**src/design/swlr_pkg.sv**
```systemverilog
// Shared types, codes and helpers for the stopwatch with lap ring.
// No dependencies; every other design file imports this package.
package swlr_pkg;

	localparam int TIME_W   = 23;
	localparam int STEP_W   = 10;
	localparam int LIDX_W   = 6;
	localparam int HELD_W   = 7;
	localparam int LAPNUM_W = 16;

	localparam logic [TIME_W-1:0] TIME_MAX = 23'd5999999;

	typedef enum logic [1:0] {
		CMD_TICK  = 2'd0,
		CMD_LEFT  = 2'd1,
		CMD_RIGHT = 2'd2,
		CMD_READ  = 2'd3
	} cmd_t;

	// reported state codes
	localparam logic [1:0] RS_IDLE  = 2'd0;
	localparam logic [1:0] RS_RUN   = 2'd1;
	localparam logic [1:0] RS_PAUSE = 2'd2;

	typedef enum logic [2:0] {
		ST_IDLE  = 3'b001,
		ST_RUN   = 3'b010,
		ST_PAUSE = 3'b100
	} run_st_t;

	// decoded command, one flag per kind
	typedef struct packed {
		logic              tick;
		logic              left;
		logic              right;
		logic              rd;
		logic [LIDX_W-1:0] lap_index;
	} op_t;

	typedef struct packed {
		logic [1:0]          run_state;
		logic [HELD_W-1:0]   laps_held;
		logic [LAPNUM_W-1:0] lap_number;
		logic                lap_valid;
	} info_t;

	typedef struct packed {
		info_t             info;
		logic              lap_sel;
		logic [TIME_W-1:0] elapsed;
	} exec_res_t;

	typedef struct packed {
		logic [3:0] tens;
		logic [3:0] ones;
	} digits_t;

	function automatic logic [1:0] run_code(input run_st_t s);
		logic [1:0] c;
		case (s)
			ST_RUN:   c = RS_RUN;
			ST_PAUSE: c = RS_PAUSE;
			default:  c = RS_IDLE;
		endcase
		return c;
	endfunction

	// two decimal digits of a value below 100; v*205 >> 11 is exact there
	function automatic digits_t split10(input logic [6:0] v);
		logic [14:0] p;
		digits_t     d;
		p = 15'(v) * 15'd205;
		d.tens = p[14:11];
		d.ones = 4'(v - 7'(d.tens) * 7'd10);
		return d;
	endfunction

endpackage

```
**src/design/stopwatch_with_lap_ring.sv**
```systemverilog
// Top level of the stopwatch with lap ring: tick step register, command
// queue, execute stage with lap memory, and digit formatting pipeline.
// Depends on swlr_pkg, swlr_front, swlr_exec, swlr_fmt.
//
//   channel   handshake             payload
//   cfg       cfg_valid/cfg_ready   cfg_data (tick step, ms)
//   in        in_valid/in_stall     cmd, lap_index
//   out       out_valid/out_stall   run_state, time_ms, digits, laps_held,
//                                   lap_number, lap_valid
//
// One transaction per cycle sustained while out_stall is low. The queue
// slot is written at the accepting edge, then the execute register (lap
// memory read) and six formatting registers follow before out_valid rises.
// Reset clears control state only; the lap memory is not cleared.
// out_stall freezes the whole back end while out_valid is high; the
// two-entry queue keeps taking input until full, then in_stall rises.
module stopwatch_with_lap_ring #(
	parameter int LAP_DEPTH = 64
) (
	input  logic        clk,
	input  logic        arst_n,
	input  logic        cfg_valid,
	output logic        cfg_ready,
	input  logic [9:0]  cfg_data,
	input  logic        in_valid,
	output logic        in_stall,
	input  logic [1:0]  cmd,
	input  logic [5:0]  lap_index,
	output logic        out_valid,
	input  logic        out_stall,
	output logic [1:0]  run_state,
	output logic [22:0] time_ms,
	output logic [3:0]  min_tens,
	output logic [3:0]  min_ones,
	output logic [2:0]  sec_tens,
	output logic [3:0]  sec_ones,
	output logic [3:0]  centi_tens,
	output logic [3:0]  centi_ones,
	output logic [6:0]  laps_held,
	output logic [15:0] lap_number,
	output logic        lap_valid
);
	import swlr_pkg::*;

	logic [STEP_W-1:0] tick_step_q;
	logic              adv;
	logic              pop;
	logic              q_vld;
	op_t               q_op;
	logic              vld_s1;
	exec_res_t         res_s1;
	logic [TIME_W-1:0] lap_time_s1;

	assign cfg_ready = 1'b1;

	always_ff @(posedge clk or negedge arst_n) begin
		if (!arst_n) begin
			tick_step_q <= STEP_W'(50);
		end else if (cfg_valid && cfg_ready) begin
			tick_step_q <= cfg_data;
		end
	end

	swlr_front u_front (
		.clk       (clk),
		.arst_n    (arst_n),
		.in_valid  (in_valid),
		.in_stall  (in_stall),
		.cmd       (cmd),
		.lap_index (lap_index),
		.pop       (pop),
		.q_vld     (q_vld),
		.q_op      (q_op)
	);

	swlr_exec #(
		.LAP_DEPTH (LAP_DEPTH)
	) u_exec (
		.clk         (clk),
		.arst_n      (arst_n),
		.adv         (adv),
		.tick_step   (tick_step_q),
		.q_vld       (q_vld),
		.q_op        (q_op),
		.pop         (pop),
		.vld_s1      (vld_s1),
		.res_s1      (res_s1),
		.lap_time_s1 (lap_time_s1)
	);

	swlr_fmt u_fmt (
		.clk         (clk),
		.arst_n      (arst_n),
		.adv         (adv),
		.vld_s1      (vld_s1),
		.res_s1      (res_s1),
		.lap_time_s1 (lap_time_s1),
		.out_valid   (out_valid),
		.out_stall   (out_stall),
		.run_state   (run_state),
		.time_ms     (time_ms),
		.min_tens    (min_tens),
		.min_ones    (min_ones),
		.sec_tens    (sec_tens),
		.sec_ones    (sec_ones),
		.centi_tens  (centi_tens),
		.centi_ones  (centi_ones),
		.laps_held   (laps_held),
		.lap_number  (lap_number),
		.lap_valid   (lap_valid)
	);

endmodule

```
**src/design/swlr_front.sv**
```systemverilog
// Front end: two-entry command queue that decodes each transaction on entry.
// Depends on swlr_pkg.
module swlr_front (
	input  logic                           clk,
	input  logic                           arst_n,
	input  logic                           in_valid,
	output logic                           in_stall,
	input  logic [1:0]                     cmd,
	input  logic [swlr_pkg::LIDX_W-1:0]    lap_index,
	input  logic                           pop,
	output logic                           q_vld,
	output swlr_pkg::op_t                  q_op
);
	import swlr_pkg::*;

	op_t        slot_q [2];
	logic       wptr_q;
	logic       rptr_q;
	logic [1:0] cnt_q;
	logic       push;
	logic       do_pop;
	op_t        dec;

	always_comb begin
		dec = '0;
		dec.lap_index = lap_index;
		case (cmd_t'(cmd))
			CMD_TICK:  dec.tick  = 1'b1;
			CMD_LEFT:  dec.left  = 1'b1;
			CMD_RIGHT: dec.right = 1'b1;
			default:   dec.rd    = 1'b1;
		endcase
	end

	assign in_stall = (cnt_q == 2'd2);
	assign push     = in_valid && !in_stall;
	assign q_vld    = (cnt_q != 2'd0);
	assign do_pop   = pop && q_vld;
	assign q_op     = slot_q[rptr_q];

	always_ff @(posedge clk) begin
		if (push)
			slot_q[wptr_q] <= dec;
	end

	always_ff @(posedge clk or negedge arst_n) begin
		if (!arst_n) begin
			wptr_q <= 1'b0;
			rptr_q <= 1'b0;
			cnt_q  <= 2'd0;
		end else begin
			if (push)
				wptr_q <= !wptr_q;
			if (do_pop)
				rptr_q <= !rptr_q;
			cnt_q <= cnt_q + 2'(push) - 2'(do_pop);
		end
	end

endmodule

```
**src/design/swlr_exec.sv**
```systemverilog
// Back end, first stage: run state, elapsed time, lap ring and its memory.
// Depends on swlr_pkg.
module swlr_exec #(
	parameter int LAP_DEPTH = 64
) (
	input  logic                           clk,
	input  logic                           arst_n,
	input  logic                           adv,
	input  logic [swlr_pkg::STEP_W-1:0]    tick_step,
	input  logic                           q_vld,
	input  swlr_pkg::op_t                  q_op,
	output logic                           pop,
	output logic                           vld_s1,
	output swlr_pkg::exec_res_t            res_s1,
	output logic [swlr_pkg::TIME_W-1:0]    lap_time_s1
);
	import swlr_pkg::*;

	localparam int AW = (LAP_DEPTH > 1) ? $clog2(LAP_DEPTH) : 1;
	localparam int CW = $clog2(LAP_DEPTH + 1);
	localparam int SW = (CW + 1 > 7) ? CW + 1 : 7;

	logic [TIME_W-1:0]   mem [LAP_DEPTH];

	run_st_t             st_q, st_n;
	logic [TIME_W-1:0]   elapsed_q, el_n;
	logic [AW-1:0]       head_q, head_n;
	logic [CW-1:0]       count_q, count_n;
	logic [LAPNUM_W-1:0] num_q, num_n;

	logic                go;
	logic                lap_wr;
	logic [AW-1:0]       wr_addr;
	logic [AW-1:0]       rd_addr;
	logic [TIME_W:0]     tsum;
	logic [SW-1:0]       wr_sum, wr_wrap;
	logic [SW-1:0]       rd_sum, rd_wrap;
	logic                lap_hit;
	exec_res_t           res;

	assign go  = adv && q_vld;
	assign pop = adv;

	always_comb begin
		st_n    = st_q;
		el_n    = elapsed_q;
		head_n  = head_q;
		count_n = count_q;
		num_n   = num_q;
		lap_wr  = 1'b0;

		tsum    = {1'b0, elapsed_q} + (TIME_W + 1)'(tick_step);
		wr_sum  = SW'(head_q) + SW'(count_q);
		wr_wrap = (wr_sum >= SW'(LAP_DEPTH)) ? wr_sum - SW'(LAP_DEPTH) : wr_sum;
		wr_addr = AW'(wr_wrap);

		if (q_op.tick) begin
			if (st_q == ST_RUN)
				el_n = (tsum > (TIME_W + 1)'(TIME_MAX)) ? TIME_MAX : tsum[TIME_W-1:0];
		end else if (q_op.left) begin
			if (st_q == ST_RUN) begin
				lap_wr = 1'b1;
				if (count_q == CW'(LAP_DEPTH)) begin
					// ring full: overwrite the oldest lap
					wr_addr = head_q;
					head_n  = (head_q == AW'(LAP_DEPTH - 1)) ? '0 : head_q + AW'(1);
				end else begin
					count_n = count_q + CW'(1);
				end
				num_n = num_q + LAPNUM_W'(1);
			end else begin
				el_n    = '0;
				head_n  = '0;
				count_n = '0;
				num_n   = LAPNUM_W'(1);
				if (st_q == ST_PAUSE)
					st_n = ST_IDLE;
			end
		end else if (q_op.right) begin
			st_n = (st_q == ST_RUN) ? ST_PAUSE : ST_RUN;
		end

		// newest lap sits at head + count - 1; only meaningful when lap_hit
		rd_sum  = SW'(head_q) + SW'(count_q) - SW'(1) - SW'(q_op.lap_index);
		rd_wrap = (rd_sum >= SW'(LAP_DEPTH)) ? rd_sum - SW'(LAP_DEPTH) : rd_sum;
		rd_addr = AW'(rd_wrap);
		lap_hit = q_op.rd && (SW'(q_op.lap_index) < SW'(count_q));

		res.info.run_state = run_code(st_n);
		res.info.laps_held = HELD_W'(count_n);
		res.info.lap_valid = lap_hit;
		if (q_op.rd)
			res.info.lap_number = lap_hit ?
				num_n - LAPNUM_W'(1) - LAPNUM_W'(q_op.lap_index) : '0;
		else
			res.info.lap_number = (count_n != '0) ? num_n - LAPNUM_W'(1) : '0;
		res.lap_sel = lap_hit;
		res.elapsed = el_n;
	end

	always_ff @(posedge clk) begin
		if (go && lap_wr)
			mem[wr_addr] <= elapsed_q;
		if (adv) begin
			lap_time_s1 <= mem[rd_addr];
			res_s1      <= res;
		end
	end

	always_ff @(posedge clk or negedge arst_n) begin
		if (!arst_n) begin
			st_q      <= ST_IDLE;
			elapsed_q <= '0;
			head_q    <= '0;
			count_q   <= '0;
			num_q     <= LAPNUM_W'(1);
			vld_s1    <= 1'b0;
		end else begin
			if (adv)
				vld_s1 <= q_vld;
			if (go) begin
				st_q      <= st_n;
				elapsed_q <= el_n;
				head_q    <= head_n;
				count_q   <= count_n;
				num_q     <= num_n;
			end
		end
	end

endmodule

```
**src/design/swlr_fmt.sv**
```systemverilog
// Back end, formatting pipeline: picks the reported time, splits it into
// MM:SS:CC digits by reciprocal multiplies, and holds the output register.
// Depends on swlr_pkg.
module swlr_fmt (
	input  logic                              clk,
	input  logic                              arst_n,
	output logic                              adv,
	input  logic                              vld_s1,
	input  swlr_pkg::exec_res_t               res_s1,
	input  logic [swlr_pkg::TIME_W-1:0]       lap_time_s1,
	output logic                              out_valid,
	input  logic                              out_stall,
	output logic [1:0]                        run_state,
	output logic [swlr_pkg::TIME_W-1:0]       time_ms,
	output logic [3:0]                        min_tens,
	output logic [3:0]                        min_ones,
	output logic [2:0]                        sec_tens,
	output logic [3:0]                        sec_ones,
	output logic [3:0]                        centi_tens,
	output logic [3:0]                        centi_ones,
	output logic [swlr_pkg::HELD_W-1:0]       laps_held,
	output logic [swlr_pkg::LAPNUM_W-1:0]     lap_number,
	output logic                              lap_valid
);
	import swlr_pkg::*;

	// floor(x*R >> S) equals floor(x/d) over the ranges used here
	localparam logic [23:0] RCP_MIN = 24'd9162597;   // 1/60000, shift 39
	localparam logic [32:0] RCP_SEC = 33'd67109;     // 1/1000, shift 26
	localparam logic [31:0] RCP_CS  = 32'd52429;     // 1/10, shift 19

	logic [5:0]        vld;
	info_t             info_s2, info_s3, info_s4, info_s5, info_s6;
	logic [TIME_W-1:0] ms_s2, ms_s3, ms_s4, ms_s5, ms_s6;
	logic [6:0]        min_s3, min_s4, min_s5;
	logic [15:0]       rem_s4;
	logic [5:0]        sec_s5;
	logic [12:0]       cs_s5;
	digits_t           mdig_s6, sdig_s6;
	logic [6:0]        centi_s6;

	logic [TIME_W-1:0] src;
	logic [46:0]       p_min;
	logic [TIME_W-1:0] min_ms;
	logic [32:0]       p_sec;
	logic [31:0]       p_cs;
	digits_t           cdig;

	assign out_valid = vld[5];
	assign adv       = !vld[5] || !out_stall;

	always_comb begin
		src    = res_s1.lap_sel ? lap_time_s1 : res_s1.elapsed;
		p_min  = 47'(ms_s2) * 47'(RCP_MIN);
		min_ms = TIME_W'(min_s3) * TIME_W'(60000);
		p_sec  = 33'(rem_s4) * RCP_SEC;
		p_cs   = 32'(rem_s4) * RCP_CS;
		cdig   = split10(centi_s6);
	end

	always_ff @(posedge clk) begin
		if (adv) begin
			info_s2 <= res_s1.info;
			ms_s2   <= (src > TIME_MAX) ? TIME_MAX : src;

			info_s3 <= info_s2;
			ms_s3   <= ms_s2;
			min_s3  <= p_min[45:39];

			info_s4 <= info_s3;
			ms_s4   <= ms_s3;
			min_s4  <= min_s3;
			rem_s4  <= 16'(ms_s3 - min_ms);

			info_s5 <= info_s4;
			ms_s5   <= ms_s4;
			min_s5  <= min_s4;
			sec_s5  <= p_sec[31:26];
			cs_s5   <= p_cs[31:19];

			info_s6  <= info_s5;
			ms_s6    <= ms_s5;
			mdig_s6  <= split10(min_s5);
			sdig_s6  <= split10({1'b0, sec_s5});
			centi_s6 <= 7'(cs_s5 - 13'(sec_s5) * 13'd100);

			run_state  <= info_s6.run_state;
			laps_held  <= info_s6.laps_held;
			lap_number <= info_s6.lap_number;
			lap_valid  <= info_s6.lap_valid;
			time_ms    <= ms_s6;
			min_tens   <= mdig_s6.tens;
			min_ones   <= mdig_s6.ones;
			sec_tens   <= sdig_s6.tens[2:0];
			sec_ones   <= sdig_s6.ones;
			centi_tens <= cdig.tens;
			centi_ones <= cdig.ones;
		end
	end

	always_ff @(posedge clk or negedge arst_n) begin
		if (!arst_n) begin
			vld <= '0;
		end else if (adv) begin
			vld <= {vld[4:0], vld_s1};
		end
	end

endmodule
```
**config.mk**
```make
export PLATFORM = sky130hd
export DESIGN_NAME = stopwatch_with_lap_ring
export DESIGN_NICKNAME = d
export VERILOG_FILES = /design/src/design/swlr_pkg.sv /design/src/design/stopwatch_with_lap_ring.sv /design/src/design/swlr_front.sv /design/src/design/swlr_exec.sv /design/src/design/swlr_fmt.sv
export SDC_FILE = /design/constraint.sdc
export NUM_CORES = 2
export LEC_CHECK = 0
export ABC_AREA = 1
export BUFFER_PORTS_ARGS = -buffer_cell sky130_fd_sc_hd__buf_2
export CORE_MARGIN = 2
export CORE_UTILIZATION = 51
export DETAILED_ROUTE_END_ITERATION = 7
export GPL_ROUTABILITY_DRIVEN = 0
export PLACE_DENSITY = 0.68
export SLEW_MARGIN = 20
export SYNTH_ARGS = -nofsm -noshare
export SYNTH_HDL_FRONTEND = slang
export SYNTH_SLANG_ARGS = --single-unit
```
**constraint.sdc**
```tcl
create_clock -name clk -period 32.2 [get_ports clk]
set_input_delay 1.61 -clock clk [delete_from_list [all_inputs] [get_ports clk]]
set_output_delay 1.61 -clock clk [all_outputs]
set_load 0.01 [all_outputs]
```
==> reports/results.ini <==
[route]
routed_wl_um=253000
via_count=64400
wl_per_cell_um=23.0
drtPass1Iterations=6
drt_first_iter_violations=7479
drc=0
antenna_left=0
viasPerCell=5.86

[layout]
regArea_um2=60400
fillCellCount=15513
multi_input_area_um2=35300
drive_gt1_share_pct=8.54
areaGrowthSynthToFinish_pct=10.1
fin_nets=9221

[place]
hpwl_um=153000
portBuffers=96
pre_cts_slack_ns=25.92

[critical_path]
crit_required_ns=32.74
crit_type=reg -> reg
arrival_ns=6.92
path_max_fanout=9
r2r-start=u_fmt.ms_s2[14]$_SDFFCE_PN0P_
r2r_end=u_fmt.min_s3[5]$_DFFE_PP_
critPathLaunch=u_fmt.ms_s2[14]$_SDFFCE_PN0P_
critPathLaunchType=flop
reg2reg_depth=19
end_kind=flop
cp-endpoint=u_fmt.min_s3[5]$_DFFE_PP_
r2r_slack_ns=25.82

[synthesis]
synth_cell_types=64
synth_area_leader_cell=edfxtp_1
syn_nets=9166
async_flop_share_pct=3.75
ys_seq_area_share_pct=60.5
synth_common_cells=edfxtp_1, nor2_1, o21ai_0
synth_top_area_share_pct=58.6
synth_edf_count=1948
syn_area_per_cell_um2=12.2
yosysMostFrequentCell=edfxtp_1
yosysWarnings=0
synthesis.instances=8166
syn_area_um2=99800
yosys-top-cells-area=edfxtp_1, ha_1, fa_1
ys_seq_elements=2024
synth_flop_cell=edfxtp_1

[hold_path]
min_path_type=reg -> reg

[global_route]
grt_remaining_overflow=0
grt_pass1_vias=63651
grt_start_max_net_pins=208
grt_antenna_before_repair=4
grt_use_total_pct=25.3
grt_pass1_wl_um=382000

[run_status]
run_status=complete, no violations

[cts]
worstSkewPairLatency_ns=0.87
cts_resized=0
clock_sinks=2024
cts_buffers=195
cts_buffer_depth=3
post_cts.repair.setup_buffers=0
cts.htree.levels=4
hold_buffers=0
cts_tree=yes
path_clk_slew_ns=0.06
cts_root_buf=clkbuf_16

[sta]
drv_slew=0
finalSetupTns_ns=0
clock_skew_ns=0.0790
setup_slack_ns=25.82
timing.fmax_mhz=157
finalHoldViolations=0
setup_violations=0
worstMarginPinSlew_ns=1.14
maxSlewHeadroom_pct=23.8
period_needed_ns=6.38
min_period_over_period_pct=19.8
grt_setup_unrepaired=false

[die]
die-area_um2=199000
coreArea_um2=195000
die_w_um=446
rows=162
ios=98
fp.dieH_um=446
initial_core_util_pct=51.3

[run]
cap_violations=0

-- worst min path at each step --
stage	slack (ns)	startpoint	cells past startpoint	end
floorplan	0.40	u_fmt.cs_s5[0]$_DFFE_PP_	0	u_fmt.centi_s6[0]$_DFFE_PP_
global placement	0.40	u_fmt.min_s4[5]$_DFFE_PP_	0	u_fmt.min_s5[5]$_DFFE_PP_
detailed placement	0.40	u_fmt.info_s2[18]$_DFFE_PP_	0	u_fmt.info_s3[18]$_DFFE_PP_
CTS	0.41	u_fmt.info_s6[16]$_DFFE_PP_	0	u_fmt.lap_number[15]$_DFFE_PP_
global route	0.41	u_fmt.info_s6[16]$_DFFE_PP_	0	u_fmt.lap_number[15]$_DFFE_PP_
finish	0.40	u_fmt.info_s6[16]$_DFFE_PP_	0	u_fmt.lap_number[15]$_DFFE_PP_
-- cell usage in the layout, fill, tap and decap left out, types with 27 or more instances in the layout --
cell type / instances
o22ai_1: 195
xnor2_1: 37
nand3_1: 257
ha_1: 619
o221ai_1: 194
dfrtp_1: 48
a31oi_1: 51
o21ai_0: 841
nor3_1: 29
nand4_1: 43
edfxtp_1: 1948
clkbuf_16: 197
clkinv_2: 29
clkinv_1: 39
nand2_1: 786
clkbuf_1: 36
buf_2: 95
xor2_1: 71
inv_1: 801
nor2_4: 28
a21oi_1: 243
fa_1: 356
nor2_2: 66
nor2_1: 930
nand2_2: 27
mux2i_1: 42
buf_4: 113
-- critical path, cell delays in order (launching register included) --
cell	delay (ns)
edfxtp_1	0.73
fa_1	0.75
inv_1	0.11
fa_1	0.51
inv_1	0.06
fa_1	0.45
fa_1	0.49
fa_1	0.51
fa_1	0.42
ha_1	0.29
ha_1	0.34
nand2_1	0.14
nor2_1	0.06
a211oi_1	0.29
a21oi_1	0.12
a211oi_1	0.28
nand3_1	0.20
nand2_1	0.10
nand3_1	0.07
xor2_1	0.14
-- per-layer routing --
metal | vias up | GRT usage, % | routed length, um
li1 | 29090 | - | -
met1 | 31799 | 34.0 | 101000
met2 | 2980 | 40.5 | 119000
met3 | 527 | 4.42 | 22300
met4 | 4 | 11.1 | 11600
met5 | - | 0 | 28
-- sequential cells by signal, summed over array words and instances (netlist names), 18 cells and up --
register,flops
u_exec.elapsed_q,23
u_exec.lap_time_s1,23
u_exec.mem,1472
u_exec.res_s1,49
u_fmt.info_s2,26
u_fmt.info_s3,26
u_fmt.info_s4,26
u_fmt.info_s5,26
u_fmt.info_s6,26
u_fmt.ms_s2,23
u_fmt.ms_s3,23
u_fmt.ms_s4,18
u_fmt.ms_s5,23
u_fmt.ms_s6,23
u_fmt.time_ms,23
u_front.slot_q,20
-- kinds of logic (layout without fill, tap and decap cells) --
group           count (synthesis)  after routing  share of synthesized area (%)
compound gates               1607           1607                           9.32
xor+xnor                      111            111                          0.981
fa+ha+maj                     977            977                           14.9
buf+inv                      1168           1375                           4.46
flops                        2024           2024                           60.5
mux                            52             52                          0.534
other cells                     1              3                        0.00376
simple gates                 2226           2226                           9.27
-- per-stage QoR --
stage          hold slack (ns)  cells  util [%]  instance area [um^2]
2_1_floorplan            0.400   8166         -                 99800
6_report                 0.403  10999      56.4                110000
3_3_place_gp             0.400  10648      53.2                104000
5_1_grt                  0.408  10997      56.4                110000
4_1_cts                  0.407  10997      56.4                110000
3_5_place_dp             0.405  10648      53.2                104000
-- layout make-up --
class	instances	share of cell area, %
tap	2624	2.99
multi-input combinational	4974	32.1
clock inverter	113	1.17
sequential	2024	55.0
antenna	2	0.00455
timing repair buffer	213	1.30
clock buffer	236	4.64
inverter	813	2.80
Power is not shown: default switching activity piles up to over one toggle a cycle in this logic, so the estimate is an artifact.
